**src/assert_macros.svh**
```systemverilog
// Assertion macros shared by the files that carry concurrent checks.
`ifndef ASSERT_MACROS_SVH
`define ASSERT_MACROS_SVH

// The consequent must hold in the same cycle as the antecedent.
`define ASSERT_SAME_CYCLE(lbl, ck, rs, ante, cons, msg) \
  lbl: assert property (@(posedge ck) disable iff (rs) (ante) |-> (cons)) \
    else $error(msg);

// The consequent must hold in the cycle after the antecedent.
`define ASSERT_NEXT_CYCLE(lbl, ck, rs, ante, cons, msg) \
  lbl: assert property (@(posedge ck) disable iff (rs) (ante) |=> (cons)) \
    else $error(msg);

`endif

```
**src/mme_pkg.sv**
```systemverilog
// Shared types, codes and constants of the MIDI message encoder.
package mme_pkg;

  // Default bound on collected system exclusive bytes.
  localparam int SYSEX_LIMIT_DEF = 32;
  // Count width in a queued command, enough for the largest limit.
  localparam int SX_CNT_W = 6;
  // Depth of the command queue between front and back.
  localparam int Q_DEPTH = 4;
  localparam int Q_AW = $clog2(Q_DEPTH);

  // Input action codes.
  localparam logic [4:0] ACT_NOTE_OFF    = 5'd0;
  localparam logic [4:0] ACT_NOTE_ON     = 5'd1;
  localparam logic [4:0] ACT_POLY_PRESS  = 5'd2;
  localparam logic [4:0] ACT_CONTROL     = 5'd3;
  localparam logic [4:0] ACT_PROGRAM     = 5'd4;
  localparam logic [4:0] ACT_CHAN_PRESS  = 5'd5;
  localparam logic [4:0] ACT_PITCH_BEND  = 5'd6;
  localparam logic [4:0] ACT_SX_START    = 5'd7;
  localparam logic [4:0] ACT_SX_BYTE     = 5'd8;
  localparam logic [4:0] ACT_SX_END      = 5'd9;
  localparam logic [4:0] ACT_QUARTER     = 5'd10;
  localparam logic [4:0] ACT_CLOCK       = 5'd11;
  localparam logic [4:0] ACT_START       = 5'd12;
  localparam logic [4:0] ACT_CONTINUE    = 5'd13;
  localparam logic [4:0] ACT_STOP        = 5'd14;
  localparam logic [4:0] ACT_ACT_SENSE   = 5'd15;

  // Wire bytes.
  localparam logic [7:0] BYTE_SX_START   = 8'hf0;
  localparam logic [7:0] BYTE_SX_END     = 8'hf7;
  localparam logic [7:0] BYTE_QUARTER    = 8'hf1;
  localparam logic [7:0] BYTE_CLOCK      = 8'hf8;
  localparam logic [7:0] BYTE_START      = 8'hfa;
  localparam logic [7:0] BYTE_CONTINUE   = 8'hfb;
  localparam logic [7:0] BYTE_STOP       = 8'hfc;
  localparam logic [7:0] BYTE_ACT_SENSE  = 8'hfe;
  localparam logic [6:0] DATA_MASK       = 7'h7f;

  // Reset value of the running status timeout.
  localparam logic [15:0] TIMEOUT_RESET  = 16'd10;

  // Command kinds passed from front to back.
  localparam logic [1:0] CMD_BYTES = 2'd0;
  localparam logic [1:0] CMD_STORE = 2'd1;
  localparam logic [1:0] CMD_DUMP  = 2'd2;

  // One queued command: up to three literal bytes, a store or a dump.
  typedef struct packed {
    logic [1:0]          kind;
    logic [1:0]          nbytes;
    logic [2:0][7:0]     bytes;
    logic [SX_CNT_W-1:0] cnt;
  } cmd_t;

endpackage

```
**src/midi_message_encoder_top.sv**
```systemverilog
// MIDI message encoder: events in, running-status byte stream out.
// First bytes pass from a queue slot through the back's command register to the output register.
// The back part returns to idle between commands; a sysex end reads each buffered byte from
// the buffer's registered read port in a fetch state before it emits that byte.
// A 4-entry command queue lets the front accept requests while the back drains.
// Reset clears running status, timestamps, sysex fill and queue; the sysex buffer is not cleared.
`include "assert_macros.svh"

module midi_message_encoder_top
  import mme_pkg::*;
#(
  parameter int SYSEX_LIMIT = SYSEX_LIMIT_DEF
) (
  input  logic        clk,
  input  logic        rst,
  input  logic        s_axis_tvalid,
  output logic        s_axis_tready,
  // channel[3:0], first_data[11:4], second_data[19:12], event_time[51:20], zero pad
  input  logic [55:0] s_axis_tdata,
  // action[4:0]
  input  logic [4:0]  s_axis_tuser,
  output logic        m_axis_tvalid,
  input  logic        m_axis_tready,
  // out_byte[7:0]
  output logic [7:0]  m_axis_tdata,
  output logic        m_axis_tlast,
  input  logic        cfg_wr_en,
  input  logic [15:0] cfg_wr_data
);

  logic q_push;
  cmd_t q_in;
  logic q_full;
  logic q_pop;
  cmd_t q_head;
  logic q_empty;
  logic back_idle;

  // Front: classify requests.
  mme_front #(.SYSEX_LIMIT(SYSEX_LIMIT)) u_front (
    .clk           (clk),
    .rst           (rst),
    .s_axis_tvalid (s_axis_tvalid),
    .s_axis_tready (s_axis_tready),
    .s_axis_tdata  (s_axis_tdata),
    .s_axis_tuser  (s_axis_tuser),
    .cfg_wr_en     (cfg_wr_en),
    .cfg_wr_data   (cfg_wr_data),
    .q_push        (q_push),
    .q_cmd         (q_in),
    .q_full        (q_full)
  );

  // Command queue.
  mme_queue u_queue (
    .clk      (clk),
    .rst      (rst),
    .push     (q_push),
    .push_cmd (q_in),
    .full     (q_full),
    .pop      (q_pop),
    .head     (q_head),
    .empty    (q_empty)
  );

  // Back: emit bytes.
  mme_back #(.SYSEX_LIMIT(SYSEX_LIMIT)) u_back (
    .clk           (clk),
    .rst           (rst),
    .q_head        (q_head),
    .q_empty       (q_empty),
    .q_pop         (q_pop),
    .idle          (back_idle),
    .m_axis_tvalid (m_axis_tvalid),
    .m_axis_tready (m_axis_tready),
    .m_axis_tdata  (m_axis_tdata),
    .m_axis_tlast  (m_axis_tlast)
  );

  // Checks on the front/back split.
  `ASSERT_SAME_CYCLE(a_no_queue_overrun, clk, rst, q_full, !q_push, "push into a full queue")
  `ASSERT_SAME_CYCLE(a_idle_only_after_last, clk, rst, back_idle && m_axis_tvalid, m_axis_tlast, "back idle while a request is unfinished")
  `ASSERT_SAME_CYCLE(a_dump_within_buffer, clk, rst, q_push && q_in.kind == CMD_DUMP, q_in.cnt < SX_CNT_W'(SYSEX_LIMIT), "sysex dump longer than the buffer")
  `ASSERT_NEXT_CYCLE(a_pop_leaves_idle, clk, rst, q_pop && q_head.kind != CMD_STORE, !back_idle, "back ignored a popped command")

endmodule

```
**src/mme_queue.sv**
```systemverilog
// Small command queue that decouples the front from the back.
module mme_queue
  import mme_pkg::*;
(
  input  logic clk,
  input  logic rst,
  input  logic push,
  input  cmd_t push_cmd,
  output logic full,
  input  logic pop,
  output cmd_t head,
  output logic empty
);

  cmd_t            slots [Q_DEPTH];
  logic [Q_AW-1:0] wr_ptr;
  logic [Q_AW-1:0] rd_ptr;
  logic [Q_AW:0]   fill;

  assign full  = (fill == (Q_AW + 1)'(Q_DEPTH));
  assign empty = (fill == '0);
  assign head  = slots[rd_ptr];

  // Pointer and fill bookkeeping.
  always_ff @(posedge clk) begin
    if (rst) begin
      wr_ptr <= '0;
      rd_ptr <= '0;
      fill   <= '0;
    end else begin
      if (push) wr_ptr <= wr_ptr + 1'b1;
      if (pop)  rd_ptr <= rd_ptr + 1'b1;
      if (push && !pop) fill <= fill + 1'b1;
      else if (pop && !push) fill <= fill - 1'b1;
    end
  end

  // Slot storage.
  always_ff @(posedge clk) begin
    if (push) slots[wr_ptr] <= push_cmd;
  end

endmodule

```
**src/mme_front.sv**
```systemverilog
// Front part: accepts events, tracks running status and sysex fill, issues commands.
module mme_front
  import mme_pkg::*;
#(
  parameter int SYSEX_LIMIT = SYSEX_LIMIT_DEF
) (
  input  logic        clk,
  input  logic        rst,
  input  logic        s_axis_tvalid,
  output logic        s_axis_tready,
  input  logic [55:0] s_axis_tdata,
  input  logic [4:0]  s_axis_tuser,
  input  logic        cfg_wr_en,
  input  logic [15:0] cfg_wr_data,
  output logic        q_push,
  output cmd_t        q_cmd,
  input  logic        q_full
);

  localparam int CNT_W = $clog2(SYSEX_LIMIT);

  logic [15:0]      status_timeout;
  logic [7:0]       running_status;
  logic [31:0]      previous_time;
  logic [CNT_W-1:0] sysex_count;
  logic             sysex_overflow;

  logic [7:0]       running_status_next;
  logic [CNT_W-1:0] sysex_count_next;
  logic             sysex_overflow_next;

  logic [4:0]  action;
  logic [3:0]  channel;
  logic [7:0]  first_data;
  logic [7:0]  second_data;
  logic [31:0] event_time;
  logic [31:0] gap;
  logic [7:0]  rs_eff;
  logic [7:0]  status;
  logic [7:0]  qf_sum;
  logic        accept;
  logic        push_cmd;

  assign action      = s_axis_tuser;
  assign channel     = s_axis_tdata[3:0];
  assign first_data  = s_axis_tdata[11:4];
  assign second_data = s_axis_tdata[19:12];
  assign event_time  = s_axis_tdata[51:20];

  assign s_axis_tready = !q_full;
  assign accept        = s_axis_tvalid && s_axis_tready;
  assign q_push        = accept && push_cmd;

  // Running status survives only a gap within the timeout.
  assign gap    = event_time - previous_time;
  assign rs_eff = (gap > {16'd0, status_timeout}) ? 8'd0 : running_status;
  assign status = {1'b1, action[2:0], channel};
  assign qf_sum = {first_data[3:0], 4'b0000} + second_data;

  // Classify the event and build its command.
  always_comb begin
    running_status_next = rs_eff;
    sysex_count_next    = sysex_count;
    sysex_overflow_next = sysex_overflow;
    push_cmd            = 1'b0;
    q_cmd               = '0;
    q_cmd.kind          = CMD_BYTES;
    case (action)
      ACT_NOTE_OFF, ACT_NOTE_ON, ACT_POLY_PRESS, ACT_CONTROL,
      ACT_PROGRAM, ACT_CHAN_PRESS, ACT_PITCH_BEND: begin
        push_cmd            = 1'b1;
        running_status_next = status;
        if (rs_eff != status) begin
          q_cmd.bytes[0] = status;
          q_cmd.bytes[1] = {1'b0, first_data[6:0] & DATA_MASK};
          q_cmd.bytes[2] = {1'b0, second_data[6:0] & DATA_MASK};
          q_cmd.nbytes   = (action inside {ACT_PROGRAM, ACT_CHAN_PRESS}) ? 2'd2 : 2'd3;
        end else begin
          q_cmd.bytes[0] = {1'b0, first_data[6:0] & DATA_MASK};
          q_cmd.bytes[1] = {1'b0, second_data[6:0] & DATA_MASK};
          q_cmd.nbytes   = (action inside {ACT_PROGRAM, ACT_CHAN_PRESS}) ? 2'd1 : 2'd2;
        end
      end
      ACT_SX_START: begin
        sysex_count_next    = '0;
        sysex_overflow_next = 1'b0;
      end
      ACT_SX_BYTE: begin
        if (sysex_count < CNT_W'(SYSEX_LIMIT - 1)) begin
          push_cmd         = 1'b1;
          q_cmd.kind       = CMD_STORE;
          q_cmd.bytes[0]   = first_data;
          q_cmd.cnt        = SX_CNT_W'(sysex_count);
          sysex_count_next = sysex_count + 1'b1;
        end else begin
          sysex_overflow_next = 1'b1;
        end
      end
      ACT_SX_END: begin
        push_cmd            = !sysex_overflow;
        q_cmd.kind          = CMD_DUMP;
        q_cmd.cnt           = SX_CNT_W'(sysex_count);
        running_status_next = 8'd0;
        sysex_count_next    = '0;
        sysex_overflow_next = 1'b0;
      end
      ACT_QUARTER: begin
        push_cmd            = 1'b1;
        q_cmd.nbytes        = 2'd2;
        q_cmd.bytes[0]      = BYTE_QUARTER;
        q_cmd.bytes[1]      = {1'b0, qf_sum[6:0]};
        running_status_next = 8'd0;
      end
      ACT_CLOCK, ACT_START, ACT_CONTINUE, ACT_STOP, ACT_ACT_SENSE: begin
        push_cmd            = 1'b1;
        q_cmd.nbytes        = 2'd1;
        running_status_next = 8'd0;
        case (action)
          ACT_CLOCK:    q_cmd.bytes[0] = BYTE_CLOCK;
          ACT_START:    q_cmd.bytes[0] = BYTE_START;
          ACT_CONTINUE: q_cmd.bytes[0] = BYTE_CONTINUE;
          ACT_STOP:     q_cmd.bytes[0] = BYTE_STOP;
          default:      q_cmd.bytes[0] = BYTE_ACT_SENSE;
        endcase
      end
      default: begin
      end
    endcase
  end

  // Configuration and event state.
  always_ff @(posedge clk) begin
    if (rst) begin
      status_timeout <= TIMEOUT_RESET;
      running_status <= 8'd0;
      previous_time  <= 32'd0;
      sysex_count    <= '0;
      sysex_overflow <= 1'b0;
    end else begin
      if (cfg_wr_en) status_timeout <= cfg_wr_data;
      if (accept) begin
        running_status <= running_status_next;
        previous_time  <= event_time;
        sysex_count    <= sysex_count_next;
        sysex_overflow <= sysex_overflow_next;
      end
    end
  end

endmodule

```
**src/mme_back.sv**
```systemverilog
// Back part: executes queued commands, holds the sysex buffer, drives the byte stream.
module mme_back
  import mme_pkg::*;
#(
  parameter int SYSEX_LIMIT = SYSEX_LIMIT_DEF
) (
  input  logic       clk,
  input  logic       rst,
  input  cmd_t       q_head,
  input  logic       q_empty,
  output logic       q_pop,
  output logic       idle,
  output logic       m_axis_tvalid,
  input  logic       m_axis_tready,
  output logic [7:0] m_axis_tdata,
  output logic       m_axis_tlast
);

  localparam int CNT_W    = $clog2(SYSEX_LIMIT);
  localparam int SX_DEPTH = SYSEX_LIMIT - 1;
  localparam int AW       = (SX_DEPTH > 1) ? $clog2(SX_DEPTH) : 1;

  localparam logic [2:0] B_IDLE  = 3'd0;
  localparam logic [2:0] B_BYTES = 3'd1;
  localparam logic [2:0] B_HEAD  = 3'd2;
  localparam logic [2:0] B_FETCH = 3'd3;
  localparam logic [2:0] B_EMIT  = 3'd4;
  localparam logic [2:0] B_TAIL  = 3'd5;

  logic [7:0]       sysex_store [SX_DEPTH];
  logic [7:0]       rd_data;
  logic [2:0]       state;
  cmd_t             cmd;
  logic [1:0]       idx;
  logic [CNT_W-1:0] ptr;
  logic [CNT_W-1:0] ptr_inc;
  logic             out_free;
  logic             emit;

  assign out_free = !m_axis_tvalid || m_axis_tready;
  assign q_pop    = (state == B_IDLE) && !q_empty;
  assign idle     = (state == B_IDLE);
  assign ptr_inc  = ptr + 1'b1;
  assign emit     = out_free && (state inside {B_BYTES, B_HEAD, B_EMIT, B_TAIL});

  // Sysex buffer: written by store commands, read one entry per fetch.
  always_ff @(posedge clk) begin
    if (q_pop && q_head.kind == CMD_STORE) begin
      sysex_store[q_head.cnt[AW-1:0]] <= q_head.bytes[0];
    end
    rd_data <= sysex_store[ptr[AW-1:0]];
  end

  // Command sequencer and output register.
  always_ff @(posedge clk) begin
    if (rst) begin
      state         <= B_IDLE;
      m_axis_tvalid <= 1'b0;
    end else begin
      // The output is valid once a byte is loaded and stays so until it is taken.
      if (emit) m_axis_tvalid <= 1'b1;
      else if (m_axis_tready) m_axis_tvalid <= 1'b0;
      case (state)
        B_IDLE: begin
          if (!q_empty) begin
            cmd <= q_head;
            idx <= 2'd0;
            if (q_head.kind == CMD_BYTES) state <= B_BYTES;
            else if (q_head.kind == CMD_DUMP) state <= B_HEAD;
          end
        end
        B_BYTES: begin
          if (out_free) begin
            m_axis_tdata  <= cmd.bytes[idx];
            m_axis_tlast  <= (idx == cmd.nbytes - 2'd1);
            idx           <= idx + 2'd1;
            if (idx == cmd.nbytes - 2'd1) state <= B_IDLE;
          end
        end
        B_HEAD: begin
          if (out_free) begin
            m_axis_tdata  <= BYTE_SX_START;
            m_axis_tlast  <= 1'b0;
            ptr           <= '0;
            state         <= (cmd.cnt == '0) ? B_TAIL : B_FETCH;
          end
        end
        B_FETCH: begin
          state <= B_EMIT;
        end
        B_EMIT: begin
          if (out_free) begin
            m_axis_tdata  <= rd_data;
            m_axis_tlast  <= 1'b0;
            ptr           <= ptr_inc;
            state         <= (ptr_inc == cmd.cnt[CNT_W-1:0]) ? B_TAIL : B_FETCH;
          end
        end
        B_TAIL: begin
          if (out_free) begin
            m_axis_tdata  <= BYTE_SX_END;
            m_axis_tlast  <= 1'b1;
            state         <= B_IDLE;
          end
        end
        default: begin
          state <= B_IDLE;
        end
      endcase
    end
  end

endmodule
```
**config.mk**
```make
export PLATFORM = sky130hd
export DESIGN_NAME = midi_message_encoder_top
export DESIGN_NICKNAME = d
export VERILOG_FILES = /design/src/mme_pkg.sv /design/src/midi_message_encoder_top.sv /design/src/mme_queue.sv /design/src/mme_front.sv /design/src/mme_back.sv
export VERILOG_INCLUDE_DIRS = /design/src /design/src/src
export SDC_FILE = /design/constraint.sdc
export NUM_CORES = 1
export LEC_CHECK = 0
export ABC_AREA = 0
export BUFFER_PORTS_ARGS = -buffer_cell sky130_fd_sc_hd__buf_2
export CAP_MARGIN = 20
export CORE_MARGIN = 8
export CORE_UTILIZATION = 48
export CTS_BUF_LIST = sky130_fd_sc_hd__clkbuf_8 sky130_fd_sc_hd__clkbuf_16
export DETAILED_ROUTE_END_ITERATION = 7
export SYNTH_ARGS = -nofsm -noshare
export SYNTH_HDL_FRONTEND = slang
export SYNTH_HIERARCHICAL = 1
export SYNTH_SLANG_ARGS = --single-unit
```
**constraint.sdc**
```tcl
create_clock -name clk -period 8.69 [get_ports clk]
set_clock_uncertainty 0.15 [all_clocks]
set_input_delay 0 -clock clk [delete_from_list [all_inputs] [get_ports clk]]
set_output_delay 0 -clock clk [all_outputs]
set_load 0.02 [all_outputs]
```
# Word level (Yosys, flattened, before mapping)
# Memory sizes are Yosys's and may differ from the RTL's. A register that Yosys moved wholly into a read port is not among the register bits.
# Cells that the tools add are included.
[word_totals] ram_bits=376 mem_count=2 word_cells=173 ff_bits=121 out_inout_bits=11 in_bits=82
[classes] n_addsub=10 eq_ne=36 n_bitwise=2 n_lt_le_gt_ge=3 n_reduce_logical=41 mux=60
[memory_table] name="u_back.sysex_store" depth=31 word_bits=8 rd=1 rd_ports_with_merged_regs=1 write_ports=1 line_no="mme_back.sv:30" text="logic [7:0] sysex_store [SX_DEPTH];"
[memory_table] name="u_queue.slots" depth=4 word_bits=32 rd=1 rd_ports_with_merged_regs=1 write_ports=1 line_no="mme_queue.sv:15" text="cmd_t slots [Q_DEPTH];"
[op_table] operator="8-bit case mux with 4 select lines" count=2
[op_table] operator="8-bit two-way mux" count=6
[op_table] operator="5-bit by 4-bit equality test with 1-bit output, second input constant" count=8
[op_table] operator="3-bit two-way mux" count=12
[op_table] operator="32-bit by 16-bit > comparator with 1-bit output" count=1
[op_table] operator="32-bit subtractor" count=1
[op_table] operator="5-bit by 3-bit equality test with 1-bit output, second input constant" count=4
[op_table] operator="5-bit case mux with 2 select lines" count=2
[op_table] operator="3-bit case mux with 6 select lines" count=1
[op_table] operator="8-bit binary-select mux with 2-bit select" count=1
[op_table] operator="8-bit case mux with 2 select lines" count=1
[op_table] operator="15-bit two-way mux" count=1
[op_table] operator="5-bit two-way mux" count=3
[op_table] operator="14-bit two-way mux" count=1
[op_table] operator="7-bit two-way mux" count=2
[op_table] operator="7-bit case mux with 2 select lines" count=1
[op_table] operator="7-bit OR reduction" count=2
[op_table] operator="1-bit two-way mux" count=13
[op_table] operator="13-bit OR reduction" count=1
[op_table] operator="2-bit two-way mux" count=6
[op_table] operator="2-bit by 1-bit != test with 1-bit output, second input constant" count=6
[op_table] operator="3-bit case mux with 4 select lines" count=1
[op_table] operator="6-bit case mux with 2 select lines" count=1
[op_table] operator="2-bit nonzero test" count=6
[op_table] operator="41 further kinds" count=69

# Longest topological paths before layout
# Gate-level depths: netlist of run 1.
[logic_depth] ltp_word=8 ltp_mapped=24 mapped_depth_nobuf=22

# Hierarchy
# Netlist of run 1, hierarchy kept.
[modules_own_cells] module="mme_back" cells_each=670 instances=1 area_each_um2=12321.8 seq_area_each_um2=9128.8
[modules_own_cells] module="mme_queue" cells_each=222 instances=1 area_each_um2=5383.9 seq_area_each_um2=4264.1
[modules_own_cells] module="mme_front" cells_each=703 instances=1 area_each_um2=5167.5 seq_area_each_um2=1241.2

# Worst setup path after synthesis of run 1
# Ideal clock, no wire load.
[synth_path] kind="register -> register" from="register u_front.previous_time[0]" to="memory u_queue/slots[0][8] in the netlist's numbering (data pin)" t_required_ps=8268 t_arrival_ps=4445 n_path_buf=2 setup_slack_ps=3823 stages_incl_launch_ff=23 setup_time_ps=272 synth_period_minus_slack_ps=4867 cell_sequence="dfxtp_1 -> ha_1 -> fa_1 -> nor2b_1 -> o2111ai_1 -> a21oi_1 -> nor2_1 -> o21bai_1 -> xor2_1 -> ha_1 -> a21oi_1 -> nand2_1 -> a221oi_1 -> a21oi_1 -> nor4_1 -> o2111ai_1 -> nor4_2 -> nand4_1 -> or4b_1 -> buf_2 -> and2_4 -> buf_6 -> a221o_1"
[synth_rtl] item="from (decl)" line_no="mme_front.sv:24" text="logic [31:0] previous_time;"
[synth_rtl] item="from (signal assigned)" line_no="mme_front.sv:143" text="previous_time <= event_time;"
[synth_rtl] item="to (decl)" line_no="mme_queue.sv:15"

==> out/results.ini, run 1 <==
[status]
outcome=finished, final reports clean

[grt]
gr-usage-met1_pct=26.3
grt_use_total_pct=19.3
grt_max_degree=61
gr-max-usage-layer=met2
use_met3_pct=3.44
grt_pass1_wl_um=81400
antenna_found_initial=2
grtUsageMet2_pct=31.5
grt-ovfl-total=0
first_global_vias=14300

[timing]
fmax_mhz=161
hold_viol=0
fin_crit_sh_pct=71.6
worstMarginPinSlew_ns=0.990
relSlewSlack_pct=33.4
period_needed_ns=6.23
maxSlewViolCount=0
hold_ws_ns=0.0650
setup_violations=0
fin_tns_setup_ns=0
rsz0062_at_grt=false

[setup_path]
critPathCaptureType=flip-flop
crit_type=reg2reg
worstPathMaxFanout=14
cp-start-kind=flip-flop
cp.arrival_ns=6.42
critPathRequiredTime_ns=8.88

[cells_and_area]
layout_common_cells=432 x edfxtp_1, 177 x dlygate4sd3_1, 136 x nand2_1
final_common_cell=edfxtp_1
final_cells=2520
fin_area_um2=27400
synthToLayoutAreaGrowth_pct=19.8
post-route-util_pct=57.9
nNetsFinal=1999
drive_above_1_share_pct=15.1
num-fill-cells=3716

[placement]
dpl.hpwl_um=32200
placed_area_um2=23800
port_buffers=87
routabilityCongestion=0.842
dp_cells=2239

[route]
ant_nets=0
first_iter_violations=1089
drtPass1Iterations=5
vias=14100
wl_um=52300
wl_per_cell_um=20.8
via_per_inst=5.61
drc=0

[floorplan]
die_h_um=234
core.rowCount=80
io_pins=93
fp.dieArea_um2=54900
coreArea_um2=47300
initial_utilization_pct=48.3
dieWidth_um=234

[clock_network]
clkTransAtPathRegs_ns=0.06
ctsResizeCount=0
cts_root_buf=clkbuf_16
numCtsBuffers=54
cts_hold_buf=177
cts_setup_buffers=0
clk_latency_ns=0.62
cts_buffer_depth=3
clock_sinks=515
cts_tree=done
h-tree-depth=2

[run]
cap_violations=0

[power]
p_leak_nw=9.77
power-per-cell-area_nw_per_um2=258
ir_worst_vdd_mv=0.188

[logic_synthesis]
synth_area_leader_cell=edfxtp_1
syn_inst=1595
netlist_area_um2=22900
ys_types=78
synth_edf_count=432
synth_top_cell_area_share_pct=56.7
yosys-top-cells-area=edfxtp_1 57%, dfxtp_1 7.3%, mux4_2 6.6%
seq_area_frac_synth_pct=64.0
ys_async_sr_fraction_pct=0
postSynthAreaPerCell_um2=14.3
synth_seq_cells=515
yosys_warnings=6
yosys_most_used_dff=edfxtp_1

[min_path]
min_path_type=in2reg

==> worst paths after layout <==
path         cells after the start  slack, ns                      from                        end
max                             21       2.46  u_front/previous_time[0]       u_queue/slots[0][11]
min                              6       0.06             s_axis_tvalid  u_front/running_status[5]
max reg2reg                     21       2.46  u_front/previous_time[0]       u_queue/slots[0][11]
min reg2reg                      2       0.33    u_front/sysex_overflow     u_front/sysex_overflow
==> state kept, by name, indices dropped and copies added, names as in the netlist, named ones only <==
register / flops
u_queue/fill: 3
u_back/ptr: 5
u_queue/wr_ptr: 2
u_front/running_status: 8
u_back/rd_data: 8
u_queue/slots: 136
u_front/sysex_overflow: 1
u_back/m_axis_tvalid: 1
u_back/cmd: 32
u_back/sysex_store: 248
u_front/sysex_count: 5
u_queue/rd_ptr: 2
u_back/m_axis_tdata: 8
u_front/status_timeout: 16
u_front/previous_time: 32
u_back/idx: 2
u_back/m_axis_tlast: 1
u_back/state: 3
==> worst max-delay path: stages, from the launching register on <==
cell and delay [ns]:
dfxtp_1 0.31, ha_1 0.20, fa_1 0.41, nor2b_1 0.18, o2111ai_1 0.17, a21oi_1 0.25, nor2_1 0.10, o21bai_1 0.18
xor2_1 0.19, ha_1 0.28, a21oi_1 0.13, nand2_1 0.06, a221oi_1 0.28, a21oi_1 0.10, nor4_1 0.19, o2111ai_1 0.17
nor4_2 0.28, nand4_1 0.22, or4b_1 0.88, and2_4 0.32, a221o_1 0.31, dlygate4sd3_1 0.61
==> cells in the mapped netlist, types with 16 or more instances <==
library cell    n
xnor2_1        33
dfxtp_1        83
mux4_2         67
nor2_1        132
nor2b_1        19
nor3_1         16
edfxtp_1      432
a21oi_1        94
clkbuf_1       33
inv_1          66
mux2_2         16
nand2_1       136
mux2i_1        59
ha_1           56
xor2_1         21
o21ai_0        34
buf_2          16
==> layer usage <==
| metal | wire length, um | vias to the layer above |
|---|---|---|
| met3 | 2880 | 84 |
| met1 | 23100 | 7056 |
| met4 | 1320 | 2 |
| met5 | 13 | - |
| li1 | - | 6607 |
| met2 | 25000 | 384 |
==> where the power goes <==
group | switching [mW] | internal (mW) | leakage (nW)
combinational | 0.956 | 0.600 | 4.19
clock | 0.960 | 1.38 | 0.965
sequential | 0.109 | 3.05 | 4.62
==> layout make-up <==
type                       count  area, um^2  share of cell area (%)
inverter                      67         251                   0.918
timing repair buffer         281        2330                    8.52
clock inverter                39         379                    1.38
multi-input combinational    939        7560                    27.6
tap                          615         769                    2.81
antenna                        2        5.00                  0.0183
sequential                   515       14600                    53.4
clock buffer                  62        1460                    5.33
==> through the flow <==
stage | worst slack (ns) | power [mW]
after global routing | 2.00 | 7.37
after floorplan | 3.82 | 4.22
after CTS | 2.42 | 7.12
final | 2.46 | 7.06
after global placement | 2.95 | 4.65
after detailed placement | 2.94 | 4.68
==> kinds of logic (layout without fill, tap and decap cells) <==
group / Yosys count / in the layout / share of synthesized area, %
fa+ha+maj: 59 / 59 / 3.33
flops: 515 / 515 / 64.0
other cells: 1 / 5 / 0.0164
compound gates: 261 / 261 / 7.63
mux: 157 / 157 / 11.7
simple gates: 404 / 404 / 8.16
buf+inv: 143 / 449 / 3.03
xor+xnor: 55 / 55 / 2.17
Power figures use the tool's default switching activity.
==> run 2, diff against run 1 <==
ABC_AREA = 1   (was 0)
PLACE_DENSITY = 0.67   (was unset)
clock period = 5 ns   (was 8.69 ns; I/O delays follow)
==> out/results.ini, run 2 <==
[clock_network]
h-tree-depth=2  ; unchanged
clk_latency_ns=0.61  ; was 0.62 ns
numCtsBuffers=52  ; was 54
cts_buffer_depth=3  ; unchanged
clkTransAtPathRegs_ns=0.06  ; about the same
clock_sinks=515  ; unchanged
cts_root_buf=clkbuf_16  ; unchanged
cts_tree=done  ; unchanged

[power]
p_leak_nw=11.6  ; was 9.77 nW
p_clk_share_pct=28.8  ; was 33.2%
ir_worst_vdd_mv=0.299  ; was 0.188 mV
power.switching_mw=4.28  ; was 2.02 mW
power_frac_seq_pct=43.8  ; was 44.8%
p_comb_share_pct=27.4  ; was 22.1%
swShare_pct=33.4  ; was 28.7%
p_int_mw=8.54  ; was 5.03 mW
power-per-cell-area_nw_per_um2=446  ; was 258 nW/um^2
p_total_mw=12.8  ; was 7.06 mW

[floorplan]
coreArea_um2=51000  ; was 47300 um^2
dieWidth_um=242  ; was 234 um
fp.dieArea_um2=58600  ; was 54900 um^2
io_pins=93  ; unchanged
initial_utilization_pct=48.2  ; was 48.3%
die_h_um=242  ; was 234 um
core.rowCount=83  ; was 80

[grt]
grt_use_total_pct=20.7  ; was 19.3%
grt_pass1_wl_um=98600  ; was 81400 um
first_global_vias=18600  ; was 14300
grt_max_degree=69  ; was 61
grt-ovfl-total=0  ; unchanged
use_met3_pct=2.90  ; was 3.44%
grtUsageMet2_pct=35.7  ; was 31.5%
antenna_found_initial=1  ; was 2
gr-max-usage-layer=met2  ; unchanged
gr-usage-met1_pct=26.3  ; about the same

[setup_path]
cp.arrival_ns=4.74  ; was 6.42 ns
cp-start-kind=flip-flop  ; unchanged
critPathRequiredTime_ns=5.16  ; was 8.88 ns
critPathSlowestCell=ha_1  ; was or4b_1
path_common_cell=nand2_1  ; was a21oi_1
crit_path_max_incr_delay_ns=0.37  ; was 0.88 ns
crit_type=reg2reg  ; unchanged
critPathBufInv=3  ; was 1
crit_family=simple AND/OR/NAND/NOR gates  ; unchanged
worstPathMaxFanout=10  ; was 14
critPathCaptureType=flip-flop  ; unchanged

[logic_synthesis]
yosys_most_used_dff=edfxtp_1  ; unchanged
seq_area_frac_synth_pct=59.6  ; was 64.0%
ys_types=61  ; was 78
netlist_area_um2=24600  ; was 22900 um^2
syn_inst=2515  ; was 1595
synth_top_cell_area_share_pct=52.8  ; was 56.7%
ys_async_sr_fraction_pct=0  ; unchanged
postSynthAreaPerCell_um2=9.76  ; was 14.3 um^2
synth_area_leader_cell=edfxtp_1  ; unchanged
synth_edf_count=432  ; unchanged
yosys_warnings=6  ; unchanged
yosys-top-cells-area=edfxtp_1 53%, nand2_1 7.4%, dfxtp_1 6.8%  ; was edfxtp_1 57%, dfxtp_1 7.3%, mux4_2 6.6%
yosys-top-cells-count=482 x nand2_1, 432 x edfxtp_1, 299 x nor2_1  ; was 432 x edfxtp_1, 136 x nand2_1, 132 x nor2_1
yosysMostFrequentCell=nand2_1  ; was edfxtp_1
synth_seq_cells=515  ; unchanged

[route]
wl_um=62500  ; was 52300 um
first_iter_violations=1530  ; was 1089
via_per_inst=5.37  ; was 5.61
drtPass1Iterations=6  ; was 5
vias=18700  ; was 14100
ant_nets=0  ; unchanged
drc=0  ; unchanged
wl_per_cell_um=18.0  ; was 20.8 um

[timing]
setup_violations=0  ; unchanged
fin_tns_setup_ns=0  ; unchanged
period_needed_ns=4.58  ; was 6.23 ns
hold_viol=0  ; unchanged
maxSlewViolCount=0  ; unchanged
relSlewSlack_pct=38.6  ; was 33.4%
fmax_mhz=218  ; was 161 MHz
fin_crit_sh_pct=91.6  ; was 71.6%
hold_ws_ns=0.0927  ; was 0.0650 ns
worstMarginPinSlew_ns=0.920  ; was 0.990 ns

[placement]
port_buffers=87  ; unchanged
dpl.hpwl_um=39100  ; was 32200 um
routabilityCongestion=0.915  ; was 0.842

[cells_and_area]
final_common_cell=nand2_1  ; was edfxtp_1
drive_above_1_share_pct=10.6  ; was 15.1%
synthToLayoutAreaGrowth_pct=17.1  ; was 19.8%
largest_register_ffs=248  ; unchanged
nNetsFinal=2892  ; was 1999
layout_common_cells=480 x nand2_1, 432 x edfxtp_1, 306 x inv_1  ; was 432 x edfxtp_1, 177 x dlygate4sd3_1, 136 x nand2_1

[min_path]
min_path_type=in2reg  ; unchanged

[status]
outcome=finished, final reports clean  ; unchanged

[run]
cap_violations=0  ; unchanged

==> run 2: changes by cell type after synthesis, moves of 23 or more <==
cell and change:
a21oi_1 +47, buf_2 +23, inv_1 +225, mux2i_1 -59, mux4_2 -67, nand2_1 +346, nand3_1 +89, nor2_1 +167
nor2_2 +31, o21ai_0 +204, o22ai_1 +34, xnor2_1 -29
==> run 2: final cells by class <==
class	instances	area, um^2
multi-input combinational	1602	8240
tap	680	851
clock inverter	42	309
inverter	303	1140
sequential	515	14600
antenna	1	2.50
clock buffer	52	1300
fill	4280	22200
timing repair buffer	277	2270
==> run 2: kinds of logic (layout without fill, tap and decap cells) <==
group	Yosys count	in the layout	share of synthesized area (%)
AO/OA/AOI/OAI	519	519	12.2
flip-flops	515	515	59.6
buffers and inverters	400	674	7.09
adder cells (fa/ha/maj)	59	59	3.10
other	1	4	0.0153
XOR/XNOR	22	22	0.785
AND/OR/NAND/NOR	999	999	17.2
==> run 2: routing by layer <==
layer	routed length (um)	share of wire, %
met4	2170	3.5
met3	3120	5.0
met2	30700	49
met1	26500	42
met5	0	0
==> run 2: repair_timing <==
| action | 4_1_cts | 5_1_grt |
|---|---|---|
| endpoints found under the hold margin | 174 | 0 |
| resized for setup | 0 | 15 |
| setup buffers | 0 | 3 |
| hold buffers | 157 | 0 |
| setup endpoints to repair | 0 | 76 |
==> run 2: power by group through the flow <==
| stage | combinational [mW] | sequential (mW) | clock, mW |
|---|---|---|---|
| floorplan | 2.29 | 5.65 | 0 |
| global route | 3.90 | 5.65 | 3.93 |
| global placement | 3.21 | 5.69 | 0 |
| finish | 3.51 | 5.61 | 3.69 |
| detailed placement | 3.30 | 5.70 | 0 |
| CTS | 3.47 | 5.61 | 3.75 |
==> run 2: worst paths after layout <==
| check | start | to | slack, ns | cells after the start |
|---|---|---|---|---|
| worst max-delay path | u_front/previous_time[2] | u_queue/slots[2][13] | 0.42 | 27 |
| worst min-delay path | cfg_wr_en | u_front/status_timeout[3] | 0.09 | 3 |
| worst max register to register | u_front/previous_time[2] | u_queue/slots[2][13] | 0.42 | 27 |
| worst min register to register | u_queue/rd_ptr[1] | flip-flop | 0.30 | 1 |
==> run 2: tightest hold or removal path: cells and delay by family <==
family	cells	cell delay, ns
buffers and inverters	2	0.69
AOI/OAI and AO/OA	1	0.10
==> run 2: per-stage QoR <==
stage          instance area, um^2  setup WS [ns]  instances  utilization [%]
6_report                     28800          0.421       3472             56.4
5_1_grt                      28800       -0.00493       3472             56.4
4_1_cts                      28700          0.308       3466             56.2
3_5_place_dp                 25500          0.326       3215             49.9
3_3_place_gp                 25500          0.433       3215             49.9
2_1_floorplan                24600          0.964       2517                -
